## config.mk

```make
export PLATFORM = sky130hd
export DESIGN_NAME = per_process_page_replacement_top
export DESIGN_NICKNAME = d
export VERILOG_FILES = /design/src/rtl/ppr_pkg.sv /design/src/rtl/ppr_ctx_mem.sv /design/src/rtl/ppr_update.sv /design/src/rtl/per_process_page_replacement_top.sv
export SDC_FILE = /design/constraint.sdc
export NUM_CORES = 1
export LEC_CHECK = 0
export ABC_CLOCK_PERIOD_IN_PS = 11750
export BUFFER_PORTS_ARGS = -buffer_cell sky130_fd_sc_hd__buf_2
export CAP_MARGIN = 20
export CORE_MARGIN = 2
export CORE_UTILIZATION = 60
export DETAILED_ROUTE_END_ITERATION = 7
export PLACE_DENSITY = 0.83
export SYNTH_ARGS = -nofsm -noshare
export SYNTH_HDL_FRONTEND = slang
export SYNTH_SLANG_ARGS = --single-unit
```

## constraint.sdc

```tcl
create_clock -name clk -period 11.75 [get_ports clk]
set_input_delay 1.175 -clock clk [delete_from_list [all_inputs] [get_ports clk]]
set_output_delay 1.175 -clock clk [all_outputs]
set_load 0.1 [all_outputs]
```

## src/rtl/ppr_pkg.sv

```systemverilog
// Shared types, codes and widths of the per-process page replacement block.
package ppr_pkg;

  localparam int PID_W      = 3;
  localparam int PAGE_W     = 10;
  localparam int FC_W       = 4;
  localparam int STATUS_W   = 3;
  localparam int OUT_SLOT_W = 3;

  localparam int PROCESSES_DEF  = 8;
  localparam int MAX_FRAMES_DEF = 8;

  typedef enum logic [1:0] {
    OP_ACCESS = 2'd0,
    OP_OPEN   = 2'd1,
    OP_CLOSE  = 2'd2
  } opcode_t;

  typedef enum logic [STATUS_W-1:0] {
    ST_HIT    = 3'd0,
    ST_FILL   = 3'd1,
    ST_EVICT  = 3'd2,
    ST_NOPROC = 3'd3,
    ST_DONE   = 3'd4
  } status_t;

  typedef struct packed {
    opcode_t           op;
    logic [PID_W-1:0]  pid;
    logic [PAGE_W-1:0] page;
    logic [FC_W-1:0]   fc;
  } req_t;

  typedef struct packed {
    status_t               status;
    logic [OUT_SLOT_W-1:0] slot;
    logic [PAGE_W-1:0]     evicted_page;
  } res_t;

  typedef struct packed {
    logic wr_en;
    logic open_set;
    logic open_clr;
  } ctl_t;

endpackage

```

## src/rtl/ppr_ctx_mem.sv

```systemverilog
// Context memory: one wide word per process, one write and one registered read port.
module ppr_ctx_mem #(
  parameter int DEPTH  = ppr_pkg::PROCESSES_DEF,
  parameter int WIDTH  = 8,
  parameter int ADDR_W = (DEPTH > 1) ? $clog2(DEPTH) : 1
) (
  input  logic              clk,
  input  logic              we,
  input  logic [ADDR_W-1:0] waddr,
  input  logic [WIDTH-1:0]  wdata,
  input  logic [ADDR_W-1:0] raddr,
  output logic [WIDTH-1:0]  rdata
);

  logic [WIDTH-1:0] mem [DEPTH];
  logic [WIDTH-1:0] rdata_r;

  always_ff @(posedge clk) begin
    if (we) begin
      mem[waddr] <= wdata;
    end
  end

  always_ff @(posedge clk) begin
    rdata_r <= mem[raddr];
  end

  assign rdata = rdata_r;

endmodule

```

## src/rtl/ppr_update.sv

```systemverilog
// Context update: slot search, victim choice and recency update of one request.
module ppr_update #(
  parameter int MAX_FRAMES = ppr_pkg::MAX_FRAMES_DEF,
  parameter int CNT_W      = $clog2(MAX_FRAMES + 1),
  parameter int SLOT_W     = (MAX_FRAMES > 1) ? $clog2(MAX_FRAMES) : 1
) (
  input  ppr_pkg::req_t                                  req,
  input  logic                                           pid_ok,
  input  logic                                           ctx_open,
  input  logic                                           policy,
  input  logic [CNT_W-1:0]                               granted,
  input  logic [CNT_W-1:0]                               filled,
  input  logic [SLOT_W-1:0]                              ptr,
  input  logic [MAX_FRAMES-1:0][ppr_pkg::PAGE_W-1:0]     pages,
  input  logic [MAX_FRAMES-1:0][SLOT_W-1:0]              ranks,
  output ppr_pkg::ctl_t                                  ctl,
  output ppr_pkg::res_t                                  res,
  output logic [CNT_W-1:0]                               granted_nxt,
  output logic [CNT_W-1:0]                               filled_nxt,
  output logic [SLOT_W-1:0]                              ptr_nxt,
  output logic [MAX_FRAMES-1:0][ppr_pkg::PAGE_W-1:0]     pages_nxt,
  output logic [MAX_FRAMES-1:0][SLOT_W-1:0]              ranks_nxt
);

  logic              hit;
  logic [SLOT_W-1:0] hit_idx;
  logic [SLOT_W-1:0] lru_idx;
  logic [SLOT_W-1:0] fifo_vic;
  logic [SLOT_W-1:0] fifo_adv;
  logic [SLOT_W-1:0] sel;
  logic [SLOT_W-1:0] limit;
  logic              lim_all;
  logic              has_room;
  logic [CNT_W-1:0]  fc_clamped;

  // Parallel compare across all filled slots; ranks are distinct, so the
  // least recent slot is the one whose rank equals filled - 1.
  always_comb begin
    hit     = 1'b0;
    hit_idx = '0;
    lru_idx = '0;
    for (int k = 0; k < MAX_FRAMES; k++) begin
      if (k < filled) begin
        if (!hit && pages[k] == req.page) begin
          hit     = 1'b1;
          hit_idx = SLOT_W'(k);
        end
        if (CNT_W'(ranks[k]) == filled - CNT_W'(1)) begin
          lru_idx = SLOT_W'(k);
        end
      end
    end
  end

  always_comb begin
    fifo_vic = (CNT_W'(ptr) >= granted) ? '0 : ptr;
    fifo_adv = (CNT_W'(fifo_vic) + CNT_W'(1) < granted) ? fifo_vic + SLOT_W'(1) : '0;
    has_room = filled < granted;
    if (req.fc == '0) begin
      fc_clamped = CNT_W'(1);
    end else if (req.fc > MAX_FRAMES) begin
      fc_clamped = CNT_W'(MAX_FRAMES);
    end else begin
      fc_clamped = CNT_W'(req.fc);
    end
  end

  // Slot touched by the access and the rank limit for aging the others.
  always_comb begin
    if (hit) begin
      sel     = hit_idx;
      limit   = ranks[hit_idx];
      lim_all = 1'b0;
    end else if (has_room) begin
      sel     = SLOT_W'(filled);
      limit   = '0;
      lim_all = 1'b1;
    end else begin
      sel     = policy ? fifo_vic : lru_idx;
      limit   = ranks[sel];
      lim_all = 1'b0;
    end
  end

  always_comb begin
    ctl              = '0;
    res.status       = ppr_pkg::ST_NOPROC;
    res.slot         = '0;
    res.evicted_page = '0;
    granted_nxt      = granted;
    filled_nxt       = filled;
    ptr_nxt          = ptr;
    pages_nxt        = pages;
    ranks_nxt        = ranks;
    if (pid_ok) begin
      case (req.op)
        ppr_pkg::OP_OPEN: begin
          ctl.wr_en    = 1'b1;
          ctl.open_set = 1'b1;
          granted_nxt  = fc_clamped;
          filled_nxt   = '0;
          ptr_nxt      = '0;
          res.status   = ppr_pkg::ST_DONE;
        end
        ppr_pkg::OP_CLOSE: begin
          if (ctx_open) begin
            ctl.wr_en    = 1'b1;
            ctl.open_clr = 1'b1;
            granted_nxt  = '0;
            filled_nxt   = '0;
            ptr_nxt      = '0;
            res.status   = ppr_pkg::ST_DONE;
          end
        end
        ppr_pkg::OP_ACCESS: begin
          if (ctx_open) begin
            ctl.wr_en = 1'b1;
            res.slot  = ppr_pkg::OUT_SLOT_W'(sel);
            if (hit) begin
              res.status = ppr_pkg::ST_HIT;
            end else if (has_room) begin
              res.status = ppr_pkg::ST_FILL;
              filled_nxt = filled + CNT_W'(1);
            end else begin
              res.status       = ppr_pkg::ST_EVICT;
              res.evicted_page = pages[sel];
              if (policy) begin
                ptr_nxt = fifo_adv;
              end
            end
            for (int k = 0; k < MAX_FRAMES; k++) begin
              if (SLOT_W'(k) == sel) begin
                ranks_nxt[k] = '0;
                if (!hit) begin
                  pages_nxt[k] = req.page;
                end
              end else if (k < filled && (lim_all || ranks[k] < limit)) begin
                ranks_nxt[k] = ranks[k] + SLOT_W'(1);
              end
            end
          end
        end
        default: begin
          res.status = ppr_pkg::ST_NOPROC;
        end
      endcase
    end
  end

endmodule

```

## src/rtl/per_process_page_replacement_top.sv

```systemverilog
// Top level of the per-process page replacement block.
//
// Input channel (in_valid/in_ready) carries one request: an opcode, a process
// id, a page and a frame count. Result channel (out_valid/out_ready) returns
// one item per request: status, slot and evicted page.
// cfg_wr_en writes the replacement policy (0 LRU, 1 FIFO) in the same cycle;
// change it only while the block is idle and no process is open.
//
// The accept edge reads the process's context word from the context memory;
// in the execute state the block compares all slots in parallel, writes
// the word back and loads the result register, and out_valid rises as
// that step completes. A new request is taken only after the last one
// has left the execute state. in_ready is high whenever no request is in
// flight; a held result does not block acceptance, but the next request
// waits in the execute state until the result register frees.
// Reset clears the open flag of every process, the policy and both
// handshakes; the context memory needs no clearing pass.
module per_process_page_replacement_top #(
  parameter int PROCESSES  = ppr_pkg::PROCESSES_DEF,
  parameter int MAX_FRAMES = ppr_pkg::MAX_FRAMES_DEF
) (
  input  logic                            clk,
  input  logic                            rst_n,
  input  logic                            cfg_wr_en,
  input  logic                            cfg_replacement_policy,
  input  logic                            in_valid,
  output logic                            in_ready,
  input  logic [1:0]                      in_opcode,
  input  logic [ppr_pkg::PID_W-1:0]       in_process_id,
  input  logic [ppr_pkg::PAGE_W-1:0]      in_page,
  input  logic [ppr_pkg::FC_W-1:0]        in_frame_count,
  output logic                            out_valid,
  input  logic                            out_ready,
  output logic [ppr_pkg::STATUS_W-1:0]    out_status,
  output logic [ppr_pkg::OUT_SLOT_W-1:0]  out_slot,
  output logic [ppr_pkg::PAGE_W-1:0]      out_evicted_page
);

  localparam int PIDX_W = (PROCESSES > 1) ? $clog2(PROCESSES) : 1;
  localparam int CNT_W  = $clog2(MAX_FRAMES + 1);
  localparam int SLOT_W = (MAX_FRAMES > 1) ? $clog2(MAX_FRAMES) : 1;
  localparam int WORD_W = 2 * CNT_W + SLOT_W + MAX_FRAMES * (ppr_pkg::PAGE_W + SLOT_W);

  typedef enum logic {
    S_IDLE,
    S_EXEC
  } state_t;

  state_t                 state_r;
  ppr_pkg::req_t          req_r;
  logic [PROCESSES-1:0]   open_r;
  logic                   policy_r;
  logic                   out_valid_r;
  ppr_pkg::res_t          res_r;

  logic                   in_fire;
  logic                   exec_fire;
  logic                   pid_ok;
  logic [PIDX_W-1:0]      req_idx;
  logic [PIDX_W-1:0]      rd_addr;
  logic [WORD_W-1:0]      rd_word;
  logic [WORD_W-1:0]      wr_word;
  logic                   mem_we;

  logic [CNT_W-1:0]                              granted, granted_nxt;
  logic [CNT_W-1:0]                              filled, filled_nxt;
  logic [SLOT_W-1:0]                             ptr, ptr_nxt;
  logic [MAX_FRAMES-1:0][ppr_pkg::PAGE_W-1:0]    pages, pages_nxt;
  logic [MAX_FRAMES-1:0][SLOT_W-1:0]             ranks, ranks_nxt;

  ppr_pkg::ctl_t          ctl;
  ppr_pkg::res_t          res;

  assign in_ready  = (state_r == S_IDLE);
  assign in_fire   = in_valid && in_ready;
  assign exec_fire = (state_r == S_EXEC) && (!out_valid_r || out_ready);

  assign req_idx = PIDX_W'(req_r.pid);
  assign pid_ok  = req_r.pid < PROCESSES;
  // Keep the read on the pending request while it waits, so the data holds.
  assign rd_addr = in_fire ? PIDX_W'(in_process_id) : req_idx;
  assign mem_we  = exec_fire && ctl.wr_en;

  assign {granted, filled, ptr, pages, ranks} = rd_word;
  assign wr_word = {granted_nxt, filled_nxt, ptr_nxt, pages_nxt, ranks_nxt};

  ppr_ctx_mem #(
    .DEPTH  (PROCESSES),
    .WIDTH  (WORD_W),
    .ADDR_W (PIDX_W)
  ) u_ctx_mem (
    .clk   (clk),
    .we    (mem_we),
    .waddr (req_idx),
    .wdata (wr_word),
    .raddr (rd_addr),
    .rdata (rd_word)
  );

  ppr_update #(
    .MAX_FRAMES (MAX_FRAMES),
    .CNT_W      (CNT_W),
    .SLOT_W     (SLOT_W)
  ) u_update (
    .req         (req_r),
    .pid_ok      (pid_ok),
    .ctx_open    (pid_ok && open_r[req_idx]),
    .policy      (policy_r),
    .granted     (granted),
    .filled      (filled),
    .ptr         (ptr),
    .pages       (pages),
    .ranks       (ranks),
    .ctl         (ctl),
    .res         (res),
    .granted_nxt (granted_nxt),
    .filled_nxt  (filled_nxt),
    .ptr_nxt     (ptr_nxt),
    .pages_nxt   (pages_nxt),
    .ranks_nxt   (ranks_nxt)
  );

  always_ff @(posedge clk) begin
    if (!rst_n) begin
      state_r     <= S_IDLE;
      open_r      <= '0;
      policy_r    <= 1'b0;
      out_valid_r <= 1'b0;
    end else begin
      if (cfg_wr_en) begin
        policy_r <= cfg_replacement_policy;
      end
      if (out_valid_r && out_ready && !exec_fire) begin
        out_valid_r <= 1'b0;
      end
      case (state_r)
        S_IDLE: begin
          if (in_fire) begin
            state_r <= S_EXEC;
          end
        end
        S_EXEC: begin
          if (exec_fire) begin
            out_valid_r <= 1'b1;
            state_r     <= S_IDLE;
            if (ctl.open_set) begin
              open_r[req_idx] <= 1'b1;
            end
            if (ctl.open_clr) begin
              open_r[req_idx] <= 1'b0;
            end
          end
        end
        default: begin
          state_r <= S_IDLE;
        end
      endcase
    end
  end

  // Payload registers: no reset needed.
  always_ff @(posedge clk) begin
    if (in_fire) begin
      req_r <= '{op: ppr_pkg::opcode_t'(in_opcode), pid: in_process_id,
                 page: in_page, fc: in_frame_count};
    end
    if (exec_fire) begin
      res_r <= res;
    end
  end

  assign out_valid        = out_valid_r;
  assign out_status       = res_r.status;
  assign out_slot         = res_r.slot;
  assign out_evicted_page = res_r.evicted_page;

`ifndef ASSERT_OFF
  a_busy_after_accept: assert property (@(posedge clk) disable iff (!rst_n)
    in_valid && in_ready |=> !in_ready)
    else $error("request accepted while another was in flight");

  a_result_from_exec: assert property (@(posedge clk) disable iff (!rst_n)
    $rose(out_valid) |-> $past(state_r == S_EXEC))
    else $error("result raised outside the execute step");

  a_mem_write_exec: assert property (@(posedge clk) disable iff (!rst_n)
    mem_we |-> state_r == S_EXEC && (!out_valid_r || out_ready))
    else $error("context written outside a completing execute step");

  a_quiet_fields: assert property (@(posedge clk) disable iff (!rst_n)
    out_valid && (out_status == ppr_pkg::ST_DONE || out_status == ppr_pkg::ST_NOPROC)
    |-> out_slot == '0 && out_evicted_page == '0)
    else $error("slot or evicted page set on a non-access result");
`endif

endmodule
```

# After elaboration in Yosys (flattened, before gate mapping)
# Memories as Yosys holds them, arrays and structs flattened. A register that Yosys moved wholly into a read port is not among the register bits.
# Cells that the tools add are included.
[totals] register_bits=46 ramBits=920 inputBits=25 output_inout_bits=18 word_cells=264 mem_count=1
[mem_list] memory="u_ctx_mem.mem" depth=8 word_bits=115 rd=1 rd_ports_with_merged_regs=1 wr=1 line="ppr_ctx_mem.sv:15" source="logic [WIDTH-1:0] mem [DEPTH];"
[op_classes] addsub=12 order_cmp=25 eq_ne=24 muxes=139 bitwise_logic=6 reduce_logical=46
[op_table] cell="10-bit 2-to-1 mux" n=19
[op_table] cell="3-bit 2-to-1 mux" n=59
[op_table] cell="80-bit 2-to-1 mux" n=2
[op_table] cell="10-bit equality test" n=8
[op_table] cell="24-bit 2-to-1 mux" n=2
[op_table] cell="8-bit 2-to-1 mux" n=5
[op_table] cell="1-bit 2-to-1 mux" n=32
[op_table] cell="10-bit binary-select mux with 3-bit select" n=1
[op_table] cell="3-bit by 4-bit equality test with 1-bit output" n=7
[op_table] cell="4-bit 2-to-1 mux" n=7
[op_table] cell="3-bit by 1-bit adder with 3-bit output, second input constant" n=9
[op_table] cell="3-bit < comparator" n=8
[op_table] cell="1-bit logical AND" n=21
[op_table] cell="3-bit binary-select mux with 3-bit select" n=2
[op_table] cell="3-bit one-hot mux with 3 select lines" n=2
[op_table] cell="3-bit by 4-bit < comparator with 1-bit output, first input constant" n=4
[op_table] cell="3-bit by 4-bit < comparator with 1-bit output, second input constant" n=4
[op_table] cell="16-bit 2-to-1 mux" n=1
[op_table] cell="3-bit equality test, first input constant" n=4
[op_table] cell="4-bit one-hot mux with 3 select lines" n=1
[op_table] cell="1-bit zero test" n=9
[op_table] cell="1-bit logical OR" n=9
[op_table] cell="8-bit bitwise AND" n=1
[op_table] cell="1-bit by 4-bit < comparator with 1-bit output, first input constant" n=2
[op_table] cell="26 further kinds" n=33

# Logic depth before layout (Yosys ltp)
[depth] ltp_word=41 mapped_depth=22 depth_no_buf=19

# Cells and area by module
# A second synthesis with hierarchy kept.
[unflattened] hier_cells=2423 hier_area_um2=45228.4
[modules_own_cells] module="ppr_ctx_mem" instances=1 cells_each=1458 area_each_um2=37248.2 seq_area_each_um2=29928.7
[modules_own_cells] module="ppr_update" instances=1 cells_each=872 area_each_um2=6329.8 seq_area_each_um2=0.0
[modules_own_cells] module="per_process_page_replacement_top" instances=1 cells_each=93 area_each_um2=1650.3 seq_area_each_um2=1271.2

# Worst setup path before layout
# No wires, ideal clock.
[synth_path] path_type="input to register" start="input out_ready" end="memory u_ctx_mem.mem[1][0] (netlist bit), enable pin" setup_time_ns=0.730 arrival_ns=10.108 setup_slack_ns=0.912 stages=5 path_buffers=1 cell_sequence="nand2b_1 and2_1 clkbuf_1 nand2_1 nor3_1"
[synth_via] elab_chain_cells=5
[synth_lines] item="start: declaration" line="per_process_page_replacement_top.sv:33" source="input logic out_ready,"
[synth_lines] item="1-bit logical OR" line="per_process_page_replacement_top.sv:76" source="assign exec_fire = (state_r == S_EXEC) && (!out_valid_r || out_ready);"
[synth_lines] item="1-bit logical AND" line="per_process_page_replacement_top.sv:76"
[synth_lines] item="net exec_fire" line="per_process_page_replacement_top.sv:57" source="logic exec_fire;"
[synth_lines] item="1-bit logical AND" line="per_process_page_replacement_top.sv:82" source="assign mem_we = exec_fire && ctl.wr_en;"
[synth_lines] item="1-bit 2-to-1 mux" line="ppr_ctx_mem.sv:19" source="if (we) begin"
[synth_lines] item="1-bit 2-to-1 mux (not written as such)" line="ppr_ctx_mem.sv:20" source="mem[waddr] <= wdata;"
[synth_lines] item="end: declaration" line="ppr_ctx_mem.sv:15"
# The timed path passes the listed nets, and every way through them passes these cells.

==> results.yml <==
detailed_routing:
  detailroute.via_count: 23600
  initialDrtViolationCount: 2678
  drt-pass1-iter-count: 5
  post-route-drc-count: 0
  drt-wirelength-per-cell_um: 29.5
  via_density: 6.78
  drt.antenna.violating_nets: 0
  routed_wl_um: 103000
sta:
  final_hold_viol_count: 0
  post-route-period-util_pct: 52.2
  fmax_ghz: 0.163
  rsz0062_at_grt: "no"
  finish_stage_setup_viols: 0
  tightestPinTransition_ns: 1.24
  final_max_slew_viol_count: 0
  min_period_ns: 6.13
  fin_setup_tns_ns: 0
  finalHoldWorstSlack_ns: 0.506
  timing.slew.headroom_pct: 17.0
  timing.clock.skew_ns: 0.0421
worst_setup_path:
  cp.required_ns: 12.13
  critical_path_buf_inv_count: 2
  timing.critical_path.to: "u_ctx_mem.mem[5][0]"
  critPathLaunchType: "flop"
  crit_path_top_delay_cell: "dfxtp_1"
  path_delay_family: "compound AO/OA/AOI/OAI gates"
  critical_path_arrival_ns: 6.51
  cp_num_cells: 19
  worst-r2r-setup-slack_ns: 5.62
  critical_path_fanout_max: 14
  crit_path_cell_trace: "inv_1 > ha_1 > xnor2_1 > nor4_2 > o21ba_1 > o31a_1 > or2_0 > mux4_2 > nand2_1 > a21oi_1 > a211oi_1 > buf_4 > ha_1 > a221oi_1 > o21ai_0 > o2bb2ai_1 > a21bo_2 > a21oi_1 > mux2i_1"
  criticalPathCategory: "flop to flop"
  critPathCaptureType: "flop"
  reg2reg_from: "u_ctx_mem.rdata[107]"
  slowest_delay_ns: 0.77
  crit-reg2reg-capture: "u_ctx_mem.mem[5][0]"
  worst-r2r-cell-count: 19
  critical_path.startpoint: "u_ctx_mem.rdata[107]"
flow_run:
  max_capacitance_violation_count: 0
clocking:
  clk_path_buf_depth: 3
  clk_sinks: 1081
  clock_insertion_delay_worst_skew_ns: 0.69
  cts_repair_resize_count: 0
  cts-hold-fix-buffers: 0
  cts_tree: "done"
  numCtsBuffers: 101
  cts_setup_buffers: 0
  cell_chosen_for_the_clock_root: "clkbuf_16"
  htree_num_levels: 3
  clk_pin_slew_ns: 0.06
power_and_ir_drop:
  worst_ir_drop_vdd_v: 0.000155
  p_clk_share_pct: 35.6
  pwr_per_cell_area_mw_per_mm2: 184
  power_leakage_nw: 16.1
  power_switching_share_pct: 25.8
  power_report.internal_total_mw: 6.71
  power.sequential.fraction_pct: 50.5
  switching_power_summed_over_all_nets_mw: 2.33
  share_comb_of_total_power_pct: 13.9
synthesis:
  yosys_warnings: 0
  syn-instance-count: 2383
  synth_enable_flop_cells: 955
  synth_nets: 2442
  synth.cell_area_mm2: 0.0445
  synth_cell_type_count: 91
  synth.yosys.seq_area_share_pct: 70.0
  postSynthRegisterBits: 1081
  synth_flop_cell: "edfxtp_1"
  post_synth.cell_area_avg_um2: 18.7
  postSynth.asyncResetShare_pct: 0
floorplan:
  core_mm2: 0.0732
  die_area_mm2: 0.0764
  floorplan.die.height_um: 276
  row_count: 99
  floorplan.die.width_um: 276
  top_level_ports: 43
  initial_utilization_pct: 60.9
final_layout:
  area_growth_syn_to_layout_pct: 10.4
  final_core_utilization_pct: 67.2
  n_fill_cell: 4492
  multi_input_area_mm2: 0.0128
  design.final.nets: 2494
  post_route_cells_drive_above_1_share_pct: 28.3
  insertedDiodeCount: 0
  area.sequential_mm2: 0.0312
  finalInstanceArea_mm2: 0.0492
  cell_count_final_fillers_out: 3483
status:
  status: "finished, final reports clean"
global_route:
  gr-usage-all-layers_pct: 27.1
  remaining_global_route_overflow: 0
  global_route_wire_length_before_repair_um: 154000
  largest_net_degree_at_the_start_of_global_routing: 157
  via_count_of_the_first_global_routing_pass: 24200
  antenna_found_initial: 4
placement:
  place.port_buffers: 42
  place.gp.congestion: 0.936
  placed_area_mm2: 0.0459
  total_instance_count_after_detailed_placement: 3290
  hpwlAfterDp_um: 57600
hold_path:
  hold_path.class: "flop to flop"
==> cell usage after synthesis (11+ instances only) <==
master    count  area share [%]
mux2_2      208             5.3
nor2_1       46            0.39
nand4_1      11            0.15
clkbuf_1     59            0.50
ha_1         34            0.95
nor4_1       18            0.25
xnor2_1      40            0.79
edfxtp_1    955              64
buf_2        29            0.33
nand2_1      57            0.48
buf_1        30            0.25
nor3_1       25            0.28
and3_1       18            0.25
a21oi_1      48            0.54
inv_1        25            0.21
mux2i_1      36            0.81
o21ai_0      54            0.61
nand3_1      28            0.31
dfxtp_1     126             5.7
o211ai_1     42            0.71
mux2_1       12            0.30
mux4_2      232              12
nand2b_1     14            0.20
xor2_1       60             1.2
==> layout by cell type, fill, tap and decap left out, types with 8 or more instances in the layout <==
master       n
edfxtp_1   955
mux4_2     232
mux2_2     208
dfxtp_1    126
clkbuf_16  101
xor2_1      60
nand2_1     57
o21ai_0     54
a21oi_1     48
o211ai_1    42
buf_2       42
xnor2_1     40
nor2_1      39
ha_1        34
mux2i_1     33
clkbuf_1    32
nand3_1     28
inv_1       25
nor3_1      24
buf_4       23
clkinv_2    21
nor4_1      18
and3_1      17
nand2b_1    14
mux2_1      12
nand4_1     11
a31oi_1     10
o2111ai_1    9
clkbuf_8     9
a211oi_1     8
a22o_1       8
clkinv_1     8
==> worst reg2reg max path, stage by stage, from the launching register on <==
cell	delay, ns
dfxtp_1	0.77
inv_1	0.19
ha_1	0.62
xnor2_1	0.15
nor4_2	0.33
o21ba_1	0.19
o31a_1	0.25
or2_0	0.42
mux4_2	0.43
nand2_1	0.06
a21oi_1	0.17
a211oi_1	0.06
buf_4	0.21
ha_1	0.21
a221oi_1	0.37
o21ai_0	0.15
o2bb2ai_1	0.24
a21bo_2	0.26
a21oi_1	0.22
mux2i_1	0.53
==> final cells by class <==
type | count | area share (%)
Sequential cell | 1081 | 63.4
Multi-Input combinational cell | 1150 | 26.0
Clock buffer | 142 | 5.64
Tap cell | 959 | 2.44
Timing Repair Buffer | 75 | 1.17
Clock inverter | 50 | 1.07
Inverter | 26 | 0.198
==> power groups by stage <==
stage / sequential, mW / clock, mW / combinational [mW]
floorplan: 4.57 / 0 / 0.929
global placement: 4.64 / 0 / 1.17
detailed placement: 4.64 / 0 / 1.22
CTS: 4.56 / 3.26 / 1.24
global route: 4.57 / 3.40 / 1.35
finish: 4.57 / 3.22 / 1.26
==> cells by family after synthesis <==
logic type	share of synthesized area, %
adders and majority gates	0.955
DFF	70.0
and+or+nand+nor	3.20
xor gates and xnor gates	2.16
AOI/OAI and AO/OA	4.04
buffers and inverters	1.45
muxes	18.2
==> flip-flops by register name, indices dropped and copies added, names as in the netlist <==
signal,flops
policy_r,1
u_ctx_mem.mem,920
out_status,3
out_valid,1
u_ctx_mem.rdata,115
state_r,1
req_idx,3
out_evicted_page,10
out_slot,3
open_r,8
req_r,16
==> how the worst min path moves through the flow <==
stage | depth (start not counted) | slack, ns | end | startpoint
after global placement | 1 | 0.48 | open_r[2] | open_r[2]
after detailed placement | 1 | 0.49 | open_r[2] | open_r[2]
after CTS | 1 | 0.51 | open_r[2] | open_r[2]
final | 1 | 0.51 | open_r[2] | open_r[2]
after global routing | 1 | 0.54 | open_r[2] | open_r[2]
after floorplan | 1 | 0.47 | open_r[2] | open_r[2]
==> stage by stage <==
step	setup WS, ns	total power [mW]
6_report	5.62	9.04
5_1_grt	5.27	9.32
4_1_cts	5.75	9.06
3_5_place_dp	5.82	5.87
3_3_place_gp	5.98	5.81
2_1_floorplan	0.912	5.50
==> per-layer routing <==
metal	track usage (%)	up-vias	routed length, µm
met1	37.0	12200	40000
met5	0	-	13
li1	-	9815	-
met2	44.1	1358	50400
met4	9.14	2	3180
met3	5.66	220	9230
No activity file was read; power rests on OpenSTA's default activity.
